<file path="src/hw/rtl/epsimp_pkg.sv">
// Shared types, widths and state codes for the edge polyline simplifier.
// No dependencies; imported by every module of the block.

package epsimp_pkg;

   localparam int COORD_BITS    = 16;
   localparam int FRAC_BITS_DEF = 4;
   localparam int LEN_W         = 24;
   localparam int THR_W         = 20;
   localparam int SUM_W         = 2 * COORD_BITS + 1;

   localparam logic [THR_W-1:0] THR_RESET = THR_W'(80);

   typedef logic [COORD_BITS-1:0] coord_type;
   typedef logic [LEN_W-1:0]      len_type;
   typedef logic [THR_W-1:0]      thr_type;

   typedef enum logic [3:0] {
      ST_IDLE,
      ST_DISPATCH,
      ST_CLOSE,
      ST_SEG_SQ,
      ST_SEG_ROOT,
      ST_CHORD_SQ,
      ST_CHORD_ROOT,
      ST_SUM,
      ST_TEST,
      ST_REPORT,
      ST_FINAL
   } state_type;

   typedef struct packed {
      coord_type x;
      coord_type y;
      logic      keep;
      logic      edge_end;
      logic      last_of_run;
   } rsp_type;

endpackage

</file>
<file path="src/hw/rtl/epsimp_sqsum.sv">
// Squared distance front end: absolute differences, then dx*dx + dy*dy
// through one shared multiplier, dx first and then dy. Depends on epsimp_pkg.

module epsimp_sqsum (
   input  logic                           clock,
   input  logic                           reset,
   input  logic                           start,
   input  epsimp_pkg::coord_type          a_x,
   input  epsimp_pkg::coord_type          a_y,
   input  epsimp_pkg::coord_type          b_x,
   input  epsimp_pkg::coord_type          b_y,
   output logic                           done,
   output logic [epsimp_pkg::SUM_W-1:0]   sum
);
   import epsimp_pkg::*;

   coord_type dx_ff, dx_in, dy_ff, dy_in;
   coord_type mul_op;
   logic [2*COORD_BITS-1:0] sq;
   logic [SUM_W-1:0] acc_ff, acc_in;
   logic st1_ff, st2_ff, done_ff;

   always_comb begin
      dx_in = dx_ff;
      dy_in = dy_ff;
      if (start) begin
         dx_in = (a_x > b_x) ? (a_x - b_x) : (b_x - a_x);
         dy_in = (a_y > b_y) ? (a_y - b_y) : (b_y - a_y);
      end
      mul_op = st1_ff ? dx_ff : dy_ff;
      sq     = (2*COORD_BITS)'(mul_op) * (2*COORD_BITS)'(mul_op);
      acc_in = acc_ff;
      if (st1_ff) begin
         acc_in = SUM_W'(sq);
      end else if (st2_ff) begin
         acc_in = acc_ff + SUM_W'(sq);
      end
   end

   always_ff @(posedge clock) begin
      dx_ff  <= dx_in;
      dy_ff  <= dy_in;
      acc_ff <= acc_in;
      if (reset) begin
         st1_ff  <= 1'b0;
         st2_ff  <= 1'b0;
         done_ff <= 1'b0;
      end else begin
         st1_ff  <= start;
         st2_ff  <= st1_ff;
         done_ff <= st2_ff;
      end
   end

   assign done = done_ff;
   assign sum  = acc_ff;

endmodule

</file>
<file path="src/hw/rtl/epsimp_root.sv">
// Digit-serial integer square root: two radicand bits per cycle, restoring,
// with FRAC_BITS fraction bits and saturation to the length width. Uses epsimp_pkg.

module epsimp_root #(
   parameter int FRAC_BITS = epsimp_pkg::FRAC_BITS_DEF
) (
   input  logic                           clock,
   input  logic                           reset,
   input  logic                           start,
   input  logic [epsimp_pkg::SUM_W-1:0]   radicand,
   output logic                           done,
   output epsimp_pkg::len_type            len
);
   import epsimp_pkg::*;

   localparam int ITER   = (SUM_W + 1) / 2 + FRAC_BITS;
   localparam int RAD_W  = 2 * ITER;
   localparam int REM_W  = ITER + 3;
   localparam int CNT_W  = $clog2(ITER + 1);
   localparam int ROOT_W = (ITER > LEN_W) ? ITER : LEN_W;

   logic [RAD_W-1:0]  rad_ff, rad_in;
   logic [REM_W-1:0]  rem_ff, rem_in, rem_sh, trial;
   logic [ITER-1:0]   root_ff, root_in;
   logic [CNT_W-1:0]  cnt_ff, cnt_in;
   logic              done_ff, done_in;
   logic [ROOT_W-1:0] root_ext;

   always_comb begin
      rem_sh  = {rem_ff[REM_W-3:0], rad_ff[RAD_W-1 -: 2]};
      trial   = REM_W'({root_ff, 2'b01});
      rad_in  = rad_ff;
      rem_in  = rem_ff;
      root_in = root_ff;
      cnt_in  = cnt_ff;
      done_in = 1'b0;
      if (start) begin
         rad_in  = RAD_W'(radicand) << (2 * FRAC_BITS);
         rem_in  = '0;
         root_in = '0;
         cnt_in  = CNT_W'(ITER);
      end else if (cnt_ff != '0) begin
         rad_in = rad_ff << 2;
         if (rem_sh >= trial) begin
            rem_in  = rem_sh - trial;
            root_in = {root_ff[ITER-2:0], 1'b1};
         end else begin
            rem_in  = rem_sh;
            root_in = {root_ff[ITER-2:0], 1'b0};
         end
         cnt_in  = cnt_ff - 1'b1;
         done_in = (cnt_ff == CNT_W'(1));
      end
   end

   always_ff @(posedge clock) begin
      rad_ff  <= rad_in;
      rem_ff  <= rem_in;
      root_ff <= root_in;
      if (reset) begin
         cnt_ff  <= '0;
         done_ff <= 1'b0;
      end else begin
         cnt_ff  <= cnt_in;
         done_ff <= done_in;
      end
   end

   assign root_ext = ROOT_W'(root_ff);
   assign len      = (root_ext > ROOT_W'({LEN_W{1'b1}})) ? {LEN_W{1'b1}}
                                                          : root_ext[LEN_W-1:0];
   assign done     = done_ff;

endmodule

</file>
<file path="src/hw/rtl/epsimp_rspq.sv">
// Two-entry result queue between the sequencer and the result channel.
// Depends on epsimp_pkg for the result beat type.

module epsimp_rspq (
   input  logic                clock,
   input  logic                reset,
   input  logic                push,
   input  epsimp_pkg::rsp_type push_data,
   output logic                push_ready,
   output logic                pop_valid,
   input  logic                pop_stall,
   output epsimp_pkg::rsp_type pop_data
);
   import epsimp_pkg::*;

   localparam int DEPTH = 2;
   localparam int PTR_W = $clog2(DEPTH);
   localparam int CNT_W = $clog2(DEPTH + 1);

   rsp_type          slot_ff [DEPTH];
   logic [PTR_W-1:0] wptr_ff, wptr_in, rptr_ff, rptr_in;
   logic [CNT_W-1:0] cnt_ff, cnt_in;
   logic             pop;

   always_comb begin
      pop     = pop_valid && !pop_stall;
      wptr_in = wptr_ff;
      rptr_in = rptr_ff;
      if (push) begin
         wptr_in = (wptr_ff == PTR_W'(DEPTH - 1)) ? '0 : wptr_ff + 1'b1;
      end
      if (pop) begin
         rptr_in = (rptr_ff == PTR_W'(DEPTH - 1)) ? '0 : rptr_ff + 1'b1;
      end
      cnt_in = cnt_ff + CNT_W'(push) - CNT_W'(pop);
   end

   always_ff @(posedge clock) begin
      if (push) begin
         slot_ff[wptr_ff] <= push_data;
      end
      if (reset) begin
         wptr_ff <= '0;
         rptr_ff <= '0;
         cnt_ff  <= '0;
      end else begin
         wptr_ff <= wptr_in;
         rptr_ff <= rptr_in;
         cnt_ff  <= cnt_in;
      end
   end

   assign push_ready = (cnt_ff != CNT_W'(DEPTH));
   assign pop_valid  = (cnt_ff != '0);
   assign pop_data   = slot_ff[rptr_ff];

endmodule

</file>
<file path="src/hw/rtl/edge_polyline_simplifier.sv">
// Top level of the edge polyline simplifier: chain state, sequencer, threshold
// register. Depends on epsimp_pkg, epsimp_sqsum, epsimp_root and epsimp_rspq.
//
//   port group | direction | flow control  | beat
//   req_*      | in        | valid / stall | one edge point with chain marks
//   rsp_*      | out       | valid / stall | one point with keep and end flags
//   csr_*      | in        | valid / ready | deviation threshold write
//
// A point that opens a chain passes dispatch, then close if a chain was held, then final if
// it ends its chain. Any other point squares and roots two distances, the roots in the one
// serial root unit (two radicand bits a cycle), then sum, test, report, final at chain end.
// Synchronous reset clears the chain state and loads the threshold with 80.
// A stalled result waits in a two-entry queue; the sequencer holds only when full.

module edge_polyline_simplifier #(
   parameter int FRAC_BITS = epsimp_pkg::FRAC_BITS_DEF
) (
   input  logic                  clock,
   input  logic                  reset,
   input  logic                  req_valid,
   output logic                  req_stall,
   input  epsimp_pkg::coord_type req_point_x,
   input  epsimp_pkg::coord_type req_point_y,
   input  logic                  req_first_of_edge,
   input  logic                  req_last_of_edge,
   output logic                  rsp_valid,
   input  logic                  rsp_stall,
   output epsimp_pkg::coord_type rsp_out_x,
   output epsimp_pkg::coord_type rsp_out_y,
   output logic                  rsp_keep,
   output logic                  rsp_edge_end,
   output logic                  rsp_last_of_run,
   input  logic                  csr_valid,
   output logic                  csr_ready,
   input  epsimp_pkg::thr_type   csr_deviation_threshold
);
   import epsimp_pkg::*;

   state_type state_ff, state_in;
   coord_type item_x_ff, item_x_in, item_y_ff, item_y_in;
   logic      item_first_ff, item_first_in, item_last_ff, item_last_in;
   coord_type anchor_x_ff, anchor_x_in, anchor_y_ff, anchor_y_in;
   coord_type held_x_ff, held_x_in, held_y_ff, held_y_in;
   len_type   path_ff, path_in, seg_ff, seg_in, chord_ff, chord_in, sum_ff, sum_in;
   logic      held_valid_ff, held_valid_in, held_start_ff, held_start_in;
   logic      keep_ff, keep_in;
   thr_type   thr_ff, thr_in;

   logic       accept, start_branch;
   logic       sq_start, sq_done, root_done;
   coord_type  sq_a_x, sq_a_y;
   logic [SUM_W-1:0] sq_sum;
   len_type    root_len, diff;
   logic [LEN_W:0] path_wide;
   logic       push, push_ready;
   rsp_type    push_data, pop_data;

   assign accept       = req_valid && (state_ff == ST_IDLE);
   assign req_stall    = (state_ff != ST_IDLE);
   assign start_branch = item_first_ff || !held_valid_ff;
   assign csr_ready    = 1'b1;

   // next state
   always_comb begin
      state_in = state_ff;
      unique case (state_ff)
         ST_IDLE: begin
            if (accept) state_in = ST_DISPATCH;
         end
         ST_DISPATCH: begin
            if (!start_branch) state_in = ST_SEG_SQ;
            else if (held_valid_ff) state_in = ST_CLOSE;
            else if (item_last_ff) state_in = ST_FINAL;
            else state_in = ST_IDLE;
         end
         ST_CLOSE: begin
            if (push_ready) state_in = item_last_ff ? ST_FINAL : ST_IDLE;
         end
         ST_SEG_SQ: begin
            if (sq_done) state_in = ST_SEG_ROOT;
         end
         ST_SEG_ROOT: begin
            if (root_done) state_in = ST_CHORD_SQ;
         end
         ST_CHORD_SQ: begin
            if (sq_done) state_in = ST_CHORD_ROOT;
         end
         ST_CHORD_ROOT: begin
            if (root_done) state_in = ST_SUM;
         end
         ST_SUM: begin
            state_in = ST_TEST;
         end
         ST_TEST: begin
            state_in = ST_REPORT;
         end
         ST_REPORT: begin
            if (push_ready) state_in = item_last_ff ? ST_FINAL : ST_IDLE;
         end
         ST_FINAL: begin
            if (push_ready) state_in = ST_IDLE;
         end
         default: begin
            state_in = ST_IDLE;
         end
      endcase
   end

   // sequencer outputs
   always_comb begin
      sq_start  = 1'b0;
      sq_a_x    = anchor_x_ff;
      sq_a_y    = anchor_y_ff;
      push      = 1'b0;
      push_data = '0;
      unique case (state_ff)
         ST_DISPATCH: begin
            sq_start = !start_branch;
            sq_a_x   = held_x_ff;
            sq_a_y   = held_y_ff;
         end
         ST_SEG_ROOT: begin
            sq_start = root_done;
         end
         ST_CLOSE: begin
            push      = push_ready;
            push_data = '{x: held_x_ff, y: held_y_ff, keep: 1'b1, edge_end: 1'b1,
                          last_of_run: !item_last_ff};
         end
         ST_REPORT: begin
            push      = push_ready;
            push_data = '{x: held_x_ff, y: held_y_ff, keep: keep_ff, edge_end: 1'b0,
                          last_of_run: !item_last_ff};
         end
         ST_FINAL: begin
            push      = push_ready;
            push_data = '{x: item_x_ff, y: item_y_ff, keep: 1'b1, edge_end: 1'b1,
                          last_of_run: 1'b1};
         end
         default: begin
            sq_start = 1'b0;
         end
      endcase
   end

   // chain state and datapath
   always_comb begin
      item_x_in     = item_x_ff;
      item_y_in     = item_y_ff;
      item_first_in = item_first_ff;
      item_last_in  = item_last_ff;
      anchor_x_in   = anchor_x_ff;
      anchor_y_in   = anchor_y_ff;
      held_x_in     = held_x_ff;
      held_y_in     = held_y_ff;
      path_in       = path_ff;
      seg_in        = seg_ff;
      chord_in      = chord_ff;
      sum_in        = sum_ff;
      keep_in       = keep_ff;
      held_valid_in = held_valid_ff;
      held_start_in = held_start_ff;
      thr_in        = csr_valid ? csr_deviation_threshold : thr_ff;
      path_wide     = {1'b0, path_ff} + {1'b0, seg_ff};
      diff          = (sum_ff > chord_ff) ? (sum_ff - chord_ff) : (chord_ff - sum_ff);

      if (accept) begin
         item_x_in     = req_point_x;
         item_y_in     = req_point_y;
         item_first_in = req_first_of_edge;
         item_last_in  = req_last_of_edge;
      end

      case (state_ff) inside
         ST_DISPATCH, ST_CLOSE: begin
            if ((state_ff == ST_DISPATCH && start_branch && !held_valid_ff) ||
                (state_ff == ST_CLOSE && push_ready)) begin
               anchor_x_in   = item_x_ff;
               anchor_y_in   = item_y_ff;
               held_x_in     = item_x_ff;
               held_y_in     = item_y_ff;
               path_in       = '0;
               held_valid_in = 1'b1;
               held_start_in = 1'b1;
            end
         end
         ST_SEG_ROOT: begin
            if (root_done) seg_in = root_len;
         end
         ST_CHORD_ROOT: begin
            if (root_done) chord_in = root_len;
         end
         ST_SUM: begin
            sum_in = path_wide[LEN_W] ? {LEN_W{1'b1}} : path_wide[LEN_W-1:0];
         end
         ST_TEST: begin
            if (diff > LEN_W'(thr_ff)) begin
               keep_in     = 1'b1;
               anchor_x_in = held_x_ff;
               anchor_y_in = held_y_ff;
               path_in     = seg_ff;
            end else begin
               keep_in = held_start_ff;
               path_in = sum_ff;
            end
         end
         ST_REPORT: begin
            if (push_ready) begin
               held_x_in     = item_x_ff;
               held_y_in     = item_y_ff;
               held_start_in = 1'b0;
            end
         end
         ST_FINAL: begin
            if (push_ready) begin
               held_valid_in = 1'b0;
               held_start_in = 1'b0;
               path_in       = '0;
            end
         end
         default: begin
            keep_in = keep_ff;
         end
      endcase
   end

   always_ff @(posedge clock) begin
      item_x_ff     <= item_x_in;
      item_y_ff     <= item_y_in;
      item_first_ff <= item_first_in;
      item_last_ff  <= item_last_in;
      anchor_x_ff   <= anchor_x_in;
      anchor_y_ff   <= anchor_y_in;
      held_x_ff     <= held_x_in;
      held_y_ff     <= held_y_in;
      seg_ff        <= seg_in;
      chord_ff      <= chord_in;
      sum_ff        <= sum_in;
      keep_ff       <= keep_in;
      if (reset) begin
         state_ff      <= ST_IDLE;
         path_ff       <= '0;
         held_valid_ff <= 1'b0;
         held_start_ff <= 1'b0;
         thr_ff        <= THR_RESET;
      end else begin
         state_ff      <= state_in;
         path_ff       <= path_in;
         held_valid_ff <= held_valid_in;
         held_start_ff <= held_start_in;
         thr_ff        <= thr_in;
      end
   end

   epsimp_sqsum u_sqsum (
      .clock (clock),
      .reset (reset),
      .start (sq_start),
      .a_x   (sq_a_x),
      .a_y   (sq_a_y),
      .b_x   (item_x_ff),
      .b_y   (item_y_ff),
      .done  (sq_done),
      .sum   (sq_sum)
   );

   epsimp_root #(
      .FRAC_BITS (FRAC_BITS)
   ) u_root (
      .clock    (clock),
      .reset    (reset),
      .start    (sq_done),
      .radicand (sq_sum),
      .done     (root_done),
      .len      (root_len)
   );

   epsimp_rspq u_rspq (
      .clock      (clock),
      .reset      (reset),
      .push       (push),
      .push_data  (push_data),
      .push_ready (push_ready),
      .pop_valid  (rsp_valid),
      .pop_stall  (rsp_stall),
      .pop_data   (pop_data)
   );

   assign rsp_out_x       = pop_data.x;
   assign rsp_out_y       = pop_data.y;
   assign rsp_keep        = pop_data.keep;
   assign rsp_edge_end    = pop_data.edge_end;
   assign rsp_last_of_run = pop_data.last_of_run;

   assert property (@(posedge clock) disable iff (reset)
      sq_done |-> (state_ff == ST_SEG_SQ || state_ff == ST_CHORD_SQ))
      else $error("squaring finished outside a squaring phase");

   assert property (@(posedge clock) disable iff (reset)
      root_done |-> (state_ff == ST_SEG_ROOT || state_ff == ST_CHORD_ROOT))
      else $error("root finished outside a root phase");

   assert property (@(posedge clock) disable iff (reset)
      (req_valid && !req_stall) |=> (state_ff == ST_DISPATCH))
      else $error("accepted beat not dispatched");

   assert property (@(posedge clock) disable iff (reset)
      (state_ff == ST_REPORT && push_ready) |=>
         (held_x_ff == $past(item_x_ff) && !held_start_ff))
      else $error("held point not advanced after report");

endmodule
</file>
<file path="config.mk">
export PLATFORM = sky130hd
export DESIGN_NAME = edge_polyline_simplifier
export DESIGN_NICKNAME = d
export VERILOG_FILES = /design/src/hw/rtl/epsimp_pkg.sv /design/src/hw/rtl/epsimp_sqsum.sv /design/src/hw/rtl/epsimp_root.sv /design/src/hw/rtl/epsimp_rspq.sv /design/src/hw/rtl/edge_polyline_simplifier.sv
export SDC_FILE = /design/constraint.sdc
export NUM_CORES = 1
export LEC_CHECK = 0
export BUFFER_PORTS_ARGS = -buffer_cell sky130_fd_sc_hd__clkbuf_2
export CAP_MARGIN = 10
export CELL_PAD_IN_SITES_DETAIL_PLACEMENT = 1
export CELL_PAD_IN_SITES_GLOBAL_PLACEMENT = 1
export CORE_ASPECT_RATIO = 1.4
export CORE_MARGIN = 10
export CORE_UTILIZATION = 50
export DETAILED_ROUTE_END_ITERATION = 8
export HOLD_SLACK_MARGIN = 0.03
export PLACE_DENSITY = 0.91
export SLEW_MARGIN = 20
export SYNTH_ARGS = -nofsm -noshare
export SYNTH_HDL_FRONTEND = slang
export SYNTH_SLANG_ARGS = --single-unit
</file>
<file path="constraint.sdc">
create_clock -name clock -period 12.1 [get_ports clock]
set_input_delay 1.21 -clock clock [delete_from_list [all_inputs] [get_ports clock]]
set_output_delay 1.21 -clock clock [all_outputs]
set_load 0.02 [all_outputs]
</file>
==> flow_summary.toml, run 1 <==
[yosys]
syn_nets = 3970
synthFlopType = "edfxtp_1"
synth_edf_count = 332
synth_warnings = 0
ys_async_sr_fraction = 0
ys_ff_latch = 441
synth_area_leaders = "edfxtp_1 (30%), ha_1 (11%), fa_1 (10%)"
synthCells = 3438
syn_avg_cell_area_um2 = 9.80
synth_top_area_cell = "edfxtp_1"
ys_seq_area_frac = 0.361
yosysTopAreaCellShare = 0.296
syn_area_mm2 = 0.0337
synth.distinct_cells = 87

[timing]
fin_skew_ns = 0.0667
setup-violations-final = 0
fin_crit_sh = 0.863
slew_viol_final = 0
worst_pin_slew_ns = 1.01
setup_tns_ns = 0
rsz0062_at_grt = "false"
relSlewSlack = 0.309
max_freq_ghz = 0.0957
finalHoldViolations = 0
period_minus_slack_ns = 10.44

[global_route]
grt_max_degree = 66
grt_pass1_wl_um = 162000
grt-ovfl-total = 0
antenna_found_initial = 1
track_usage = 0.260
grt_pass1_vias = 29646

[detailed_routing]
vias_per_cell = 6.07
postRouteAntennaNets = 0
vias = 26539
routed_wl_um = 103000
wire_per_inst_um = 23.5
drc = 0
dr.first_iter.drc_count = 2033
firstDrtPassIters = 5

[worst_setup_path]
max_stage_delay_ns = 0.73
cpMaxStageDelayCell = "dfxtp_2"
cp.arrival_ns = 10.75
startpoint_type = "flip-flop"
crit_path_end_kind = "flip-flop"
critPathMaxFanout = 20
crit_required_ns = 12.40
path_class = "flip-flop to flip-flop"
critPathMostFrequentCell = "inv_1"

[clock_network]
cts_buffers = 46
cts_hold_buffers = 0
path_clk_slew_ns = 0.08
cts_root_buffer = "clkbuf_16"
cts.repair.resized = 0
cts_sinks = 441
htree_levels = 2
postCtsSetupBuffers = 0
tritoncts = "built"
worst_skew_pair.late_latency_ns = 0.64
clockBufferDepth = 3

[die]
die_area_mm2 = 0.0783
die_w_um = 239
rows = 112
boundaryPins = 97
die_y_um = 327
core_mm2 = 0.0667
floorplan.initialDensity = 0.505

[status]
status = "completed"

[final_layout]
synthToLayoutAreaGrowth_pct = 8.11
final_util = 0.546
drive_gt1_frac = 0.0952
fillerInstances = 7454
fin_nets = 4012

[placed_design]
dp_hpwl_um = 76600
routabilityCongestion = 0.932
io_buffers = 95

[run]
drv_cap = 0

[min_path]
hp-class = "flip-flop to flip-flop"
[through the flow]
stage	instances	setup WS (ns)	hold slack, ns	area (um2)
detailed placement	4286	1.92	0.454	34900
floorplan	3438	3.23	0.432	33700
CTS	4372	1.78	0.463	36400
finish	4374	1.66	0.460	36400
global placement	4286	2.42	0.440	34900
global route	4373	1.31	0.479	36400
[cell usage after synthesis (6+ instances only)]
cell type and count:
inv_1 458, a221oi_1 8, and2_1 17, clkbuf_1 91
a21boi_0 9, buf_6 6, nor3_1 60, o21ai_1 19
ha_1 305, and3_1 11, o21a_1 23, edfxtp_1 332
nand2b_1 36, mux2_2 90, nor2b_1 36, a21o_1 108
xnor2_1 90, a31o_2 6, nand2_1 292, o21bai_1 24
o41ai_1 7, o22ai_1 10, a31oi_1 10, nand4_1 33
a21oi_1 225, o211ai_1 12, o31ai_1 9, or2_2 9
nand3_1 28, o21ai_0 166, a311oi_1 9, buf_1 12
xor2_1 56, nor2_1 262, buf_2 10, a211oi_1 34
fa_1 168, a22o_1 34, mux2i_1 110, dfxtp_1 109
or3_1 12
[final timing paths]
check	from	to	slack (ns)	depth (start not counted)
setup / recovery	u_sqsum.st1_ff	u_sqsum.sum[31]	1.66	34
hold / removal	path_ff[17]	path_ff[17]	0.46	2
setup reg to reg	u_sqsum.st1_ff	u_sqsum.sum[31]	1.66	34
hold reg to reg	path_ff[17]	path_ff[17]	0.46	2
[per-layer routing]
metal / global-route usage / routed length (um)
met5: 0 / 0
met4: 0.159 / 6470
met3: 0.0348 / 4110
met2: 0.498 / 55700
met1: 0.260 / 36700
[worst max-delay path: cells and delay by family, from the launching register on]
family	cells	cell delay [ns]
AND/OR/NAND/NOR	4	0.70
adder cells (fa/ha/maj)	8	3.78
AO/OA/AOI/OAI	10	2.81
flip-flops	1	0.73
multiplexers	2	0.82
XOR/XNOR	2	0.35
buffers and inverters	8	0.92
[kinds of logic after synthesis]
family                     count (synthesis)  synth area share
and+or+nand+nor                          826             0.111
AOI/OAI and AO/OA                        763             0.144
buffers and inverters                    588            0.0698
adders and majority gates                473             0.213
DFF                                      441             0.361
muxes                                    200            0.0628
xor gates and xnor gates                 146            0.0380
other                                      1          0.000111
[sequential cells by signal, summed over array words and instances, names as in the netlist, 20 cells and up, named ones only]
name / flops
path_ff: 24
thr_ff: 20
u_sqsum.sum: 33
u_root.rad_ff: 34
seg_ff: 21
u_root.root_ff: 21
chord_ff: 21
u_rspq.slot_ff: 70
u_root.rem_ff: 22
sum_ff: 24
[cells in the final DEF, fill, tap and decap left out, types with 25 or more instances in the layout]
| cell type | n |
|---|---|
| a211oi_1 | 34 |
| a21o_1 | 108 |
| a21oi_1 | 224 |
| a22o_1 | 34 |
| buf_4 | 25 |
| clkbuf_16 | 47 |
| clkbuf_2 | 95 |
| dfxtp_1 | 106 |
| edfxtp_1 | 332 |
| fa_1 | 168 |
| ha_1 | 305 |
| inv_1 | 458 |
| mux2_2 | 90 |
| mux2i_1 | 108 |
| nand2_1 | 292 |
| nand2b_1 | 36 |
| nand3_1 | 28 |
| nand4_1 | 33 |
| nor2_1 | 258 |
| nor2b_1 | 35 |
| nor3_1 | 59 |
| o21ai_0 | 165 |
| xnor2_1 | 90 |
| xor2_1 | 56 |
[cell type report]
class                      instances  area, um2  area share
antenna                            1       2.50   0.0000687
clock buffer                      58       1250      0.0343
clock inverter                    28        258     0.00708
inverter                         461       1730      0.0475
multi-input combinational       2409      19200       0.529
sequential                       441      12200       0.334
tap                              855       1070      0.0294
timing repair buffer             121        691      0.0190
Power of run 1 is not shown: default switching activity piles up to over one toggle a cycle in this logic, so the estimate is an artifact.
==> run 2: changes to the inputs <==
--- a/config.mk
+++ b/config.mk
@@ -9,7 +9,7 @@
 export CAP_MARGIN = 10
 export CELL_PAD_IN_SITES_DETAIL_PLACEMENT = 1
 export CELL_PAD_IN_SITES_GLOBAL_PLACEMENT = 1
-export CORE_ASPECT_RATIO = 1.4
+export CORE_ASPECT_RATIO = 0.6
 export CORE_MARGIN = 10
 export CORE_UTILIZATION = 50
 export DETAILED_ROUTE_END_ITERATION = 8
==> flow_summary.toml, run 2 (synthesized netlist as in run 1, its figures left out) <==
[clock_network]
cts_hold_buffers = 0
tritoncts = "built"
cts_buffers = 47
clockBufferDepth = 3
cts_sinks = 441
postCtsSetupBuffers = 0
worst_skew_pair.late_latency_ns = 0.65
path_clk_slew_ns = 0.07
cts.repair.resized = 0
htree_levels = 2
cts_root_buffer = "clkbuf_16"

[timing]
rsz0062_at_grt = "false"
max_freq_ghz = 0.0971
setup_tns_ns = 0
relSlewSlack = 0.208
worst_pin_slew_ns = 1.19
whs_ns = 0.463
finalHoldViolations = 0
setup-violations-final = 0
period_minus_slack_ns = 10.30
fin_crit_sh = 0.851
fin_skew_ns = 0.0658
slew_viol_final = 0

[die]
rows = 73
die_y_um = 221
floorplan.initialDensity = 0.506
die_area_mm2 = 0.0785
boundaryPins = 97
die_w_um = 355
core_mm2 = 0.0665

[detailed_routing]
vias = 27293
wire_per_inst_um = 24.5
firstDrtPassIters = 6
routed_wl_um = 109000
vias_per_cell = 6.17
drc = 0
postRouteAntennaNets = 0
dr.first_iter.drc_count = 2902

[worst_setup_path]
max_stage_delay_ns = 0.89
path_class = "flip-flop to flip-flop"
cp.arrival_ns = 10.64
worst_r2r_endpoint = "u_sqsum.sum[28]"
critPathMaxFanout = 23
crit_family = "adder cells"
cpMaxStageDelayCell = "a21boi_0"
r2r_setup_slack_ns = 1.80
crit_buf_inv = 5
startpoint_type = "flip-flop"
crit_path_end_kind = "flip-flop"
rr_worst_depth = 31
crit_required_ns = 12.45
timing.rr.start = "u_sqsum.st1_ff"

[final_layout]
layout_common_cells = "inv_1 (458), edfxtp_1 (332), ha_1 (305)"
finalInstanceArea_mm2 = 0.0367
top_register = "u_rspq.slot_ff"
drive_gt1_frac = 0.0970
seqCellArea_mm2 = 0.0122
largest_reg_flops = 70
fillerInstances = 7456
multiInputGateArea_mm2 = 0.0193
synthToLayoutAreaGrowth_pct = 9.07
final_common_cell = "inv_1"
fin_nets = 4017

[global_route]
grt_max_degree = 67
grt_pass1_vias = 28801
track_usage = 0.267
grt_pass1_wl_um = 170000
grt-ovfl-total = 0
antenna_found_initial = 4

[status]
status = "completed"

[min_path]
hold_end = "path_ff[15]"
hold_path_depth = 2
hp-start = "path_ff[15]"
hp-class = "flip-flop to flip-flop"

[placed_design]
dp_hpwl_um = 79500
io_buffers = 95
place_area_mm2 = 0.0350
routabilityCongestion = 0.954

[run]
drv_cap = 0
[run 2: worst min-delay path, cell delays in order, from the launching register on]
cell and delay (ns):
dfxtp_1 0.32, nand2_1 0.05, o21ai_1 0.05
[run 2: layer usage]
layer / GRT usage / up-vias / routed length (um)
li1: - / 11990 / -
met2: 0.406 / 1338 / 47300
met5: 0 / - / 8
met4: 0.0708 / 2 / 2830
met1: 0.377 / 13716 / 48500
met3: 0.0636 / 247 / 9870
[run 2: cell type report]
cell class,instances,share of cell area
multi-input cells,2409,0.525
flip-flops and latches,441,0.331
inverters,461,0.0471
clock buffers,55,0.0337
well taps,900,0.0307
repair buffers,125,0.0203
clock inverters,33,0.0126
diodes,1,0.0000681
[run 2: worst max path at each step]
stage                            to           start  slack (ns)  depth (start not counted)
floorplan           u_sqsum.sum[31]  u_sqsum.st1_ff        3.23                         37
global placement    u_sqsum.sum[31]  u_sqsum.st1_ff        2.60                         33
detailed placement  u_sqsum.sum[31]  u_sqsum.st1_ff        2.26                         30
CTS                 u_sqsum.sum[31]  u_sqsum.st1_ff        2.06                         30
global route        u_sqsum.sum[31]  u_sqsum.st1_ff        1.37                         30
finish              u_sqsum.sum[28]  u_sqsum.st1_ff        1.80                         31
[run 2: per-stage QoR]
stage / std cells / setup WS [ns] / util
3_3_place_gp: 4333 / 2.60 / 0.526
3_5_place_dp: 4333 / 2.26 / 0.526
4_1_cts: 4421 / 2.06 / 0.551
5_1_grt: 4424 / 1.37 / 0.552
2_1_floorplan: 3438 / 3.23 / -
6_report: 4425 / 1.80 / 0.552
Power of run 2 is left out for the same reason.
==> run 3: changes to the inputs <==
--- a/config.mk
+++ b/config.mk
@@ -9,12 +9,11 @@
 export CAP_MARGIN = 10
 export CELL_PAD_IN_SITES_DETAIL_PLACEMENT = 1
 export CELL_PAD_IN_SITES_GLOBAL_PLACEMENT = 1
-export CORE_ASPECT_RATIO = 0.6
 export CORE_MARGIN = 10
-export CORE_UTILIZATION = 50
+export CORE_UTILIZATION = 40
 export DETAILED_ROUTE_END_ITERATION = 8
 export HOLD_SLACK_MARGIN = 0.03
-export PLACE_DENSITY = 0.91
+export PLACE_DENSITY = 0.77
 export SLEW_MARGIN = 20
 export SYNTH_ARGS = -nofsm -noshare
 export SYNTH_HDL_FRONTEND = slang
==> flow_summary.toml, run 3 (synthesized netlist as in run 1, its figures left out) <==
[status]
status = "completed"

[die]
die_y_um = 310
floorplan.initialDensity = 0.403
boundaryPins = 97
rows = 106
die_area_mm2 = 0.0962
die_w_um = 310
core_mm2 = 0.0836

[timing]
whs_ns = 0.454
worst_slack_ns = 1.86
fin_crit_sh = 0.846
relSlewSlack = 0.318
worst_pin_slew_ns = 1.02
period_minus_slack_ns = 10.24
fin_skew_ns = 0.0270
finalHoldViolations = 0
setup-violations-final = 0
rsz0062_at_grt = "false"
setup_tns_ns = 0
max_freq_ghz = 0.0977
slew_viol_final = 0

[detailed_routing]
vias_per_cell = 5.45
drc = 0
vias = 25107
firstDrtPassIters = 5
routed_wl_um = 89300
dr.first_iter.drc_count = 1251
wire_per_inst_um = 19.4
postRouteAntennaNets = 0

[placed_design]
post-place-ws_ns = 1.96
dp_hpwl_um = 66900
routabilityCongestion = 0.891
io_buffers = 95
placed_cells = 4514

[global_route]
antenna_found_initial = 1
track_usage = 0.186
use_met2 = 0.340
grtUsageMet3 = 0.0226
grt_pass1_vias = 27313
grt_use_met1 = 0.227
grt_max_degree = 66
grt-ovfl-total = 0
top_usage_layer = "met2"
grt_pass1_wl_um = 145000

[final_layout]
synthToLayoutAreaGrowth_pct = 9.45
largest_reg_flops = 70
top_register = "u_rspq.slot_ff"
layout_common_cells = "inv_1 (458), edfxtp_1 (332), ha_1 (305)"
diodes = 0
final_common_cell = "inv_1"
fin_cells = 4609
fin_nets = 4020
drive_gt1_frac = 0.0941

[clock_network]
htree_levels = 2
cts_root_buffer = "clkbuf_16"
cts_hold_buffers = 0
worst_skew_pair.late_latency_ns = 0.63
cts_buffers = 50
clockBufferDepth = 3
postCtsSetupBuffers = 0
path_clk_slew_ns = 0.06
cts.repair.resized = 0
tritoncts = "built"
cts_sinks = 441

[worst_setup_path]
crit_path_end_kind = "flip-flop"
cp.arrival_ns = 10.60
cpMaxStageDelayCell = "dfxtp_2"
r2r_setup_slack_ns = 1.86
startpoint_type = "flip-flop"
path_class = "flip-flop to flip-flop"
crit_family = "adder cells"
critPathMaxFanout = 47
critPathMostFrequentCell = "fa_1"
max_stage_delay_ns = 0.90
crit_required_ns = 12.46
crit_buf_inv = 5

[min_path]
hp-class = "flip-flop to flip-flop"

[run]
drv_cap = 0
-- run 3: cell types whose count changed in the layout (fill, tap and decap cells not counted), sizes merged --
| cell | before | now |
|---|---|---|
| bufinv | 8 | 4 |
| clkinvlp | 5 | 3 |
| diode | 1 | 0 |
| clkinv | 18 | 22 |
| clkbuf | 150 | 157 |
-- run 3: worst reg2reg max path: cells and delay by family (launching register included) --
family | cells | cell delay, ns
multiplexers | 2 | 0.90
AND/OR/NAND/NOR | 2 | 0.45
XOR/XNOR | 3 | 0.58
buffers and inverters | 5 | 0.79
flip-flops | 1 | 0.90
adder cells (fa/ha/maj) | 8 | 3.57
AO/OA/AOI/OAI | 8 | 2.80
-- run 3: layer usage --
metal / wire [um] / up-vias
li1: - / 11973
met1: 38200 / 12569
met2: 45800 / 433
met3: 3100 / 132
met4: 2220 / 0
met5: 0 / -
-- run 3: worst paths after layout --
check,from,endpoint,cells past startpoint
setup / recovery,u_sqsum.st1_ff,u_sqsum.sum[31],28
hold / removal,path_ff[19],path_ff[19],2
setup reg to reg,u_sqsum.st1_ff,u_sqsum.sum[31],28
hold reg to reg,path_ff[19],path_ff[19],2
-- run 3: final cells by class --
| class | count | area [um2] |
|---|---|---|
| flip-flops and latches | 441 | 12200 |
| well taps | 1080 | 1350 |
| clock inverters | 31 | 307 |
| inverters | 461 | 1730 |
| fillers | 9492 | 46700 |
| repair buffers | 125 | 733 |
| multi-input cells | 2409 | 19300 |
| clock buffers | 62 | 1320 |
-- run 3: stage by stage --
| step | cell area (um2) | utilization |
|---|---|---|
| 2_1_floorplan | 33700 | - |
| 3_3_place_gp | 35200 | 0.421 |
| 3_5_place_dp | 35200 | 0.421 |
| 4_1_cts | 36800 | 0.441 |
| 5_1_grt | 36900 | 0.441 |
| 6_report | 36900 | 0.441 |
Power of run 3 is left out for the same reason.
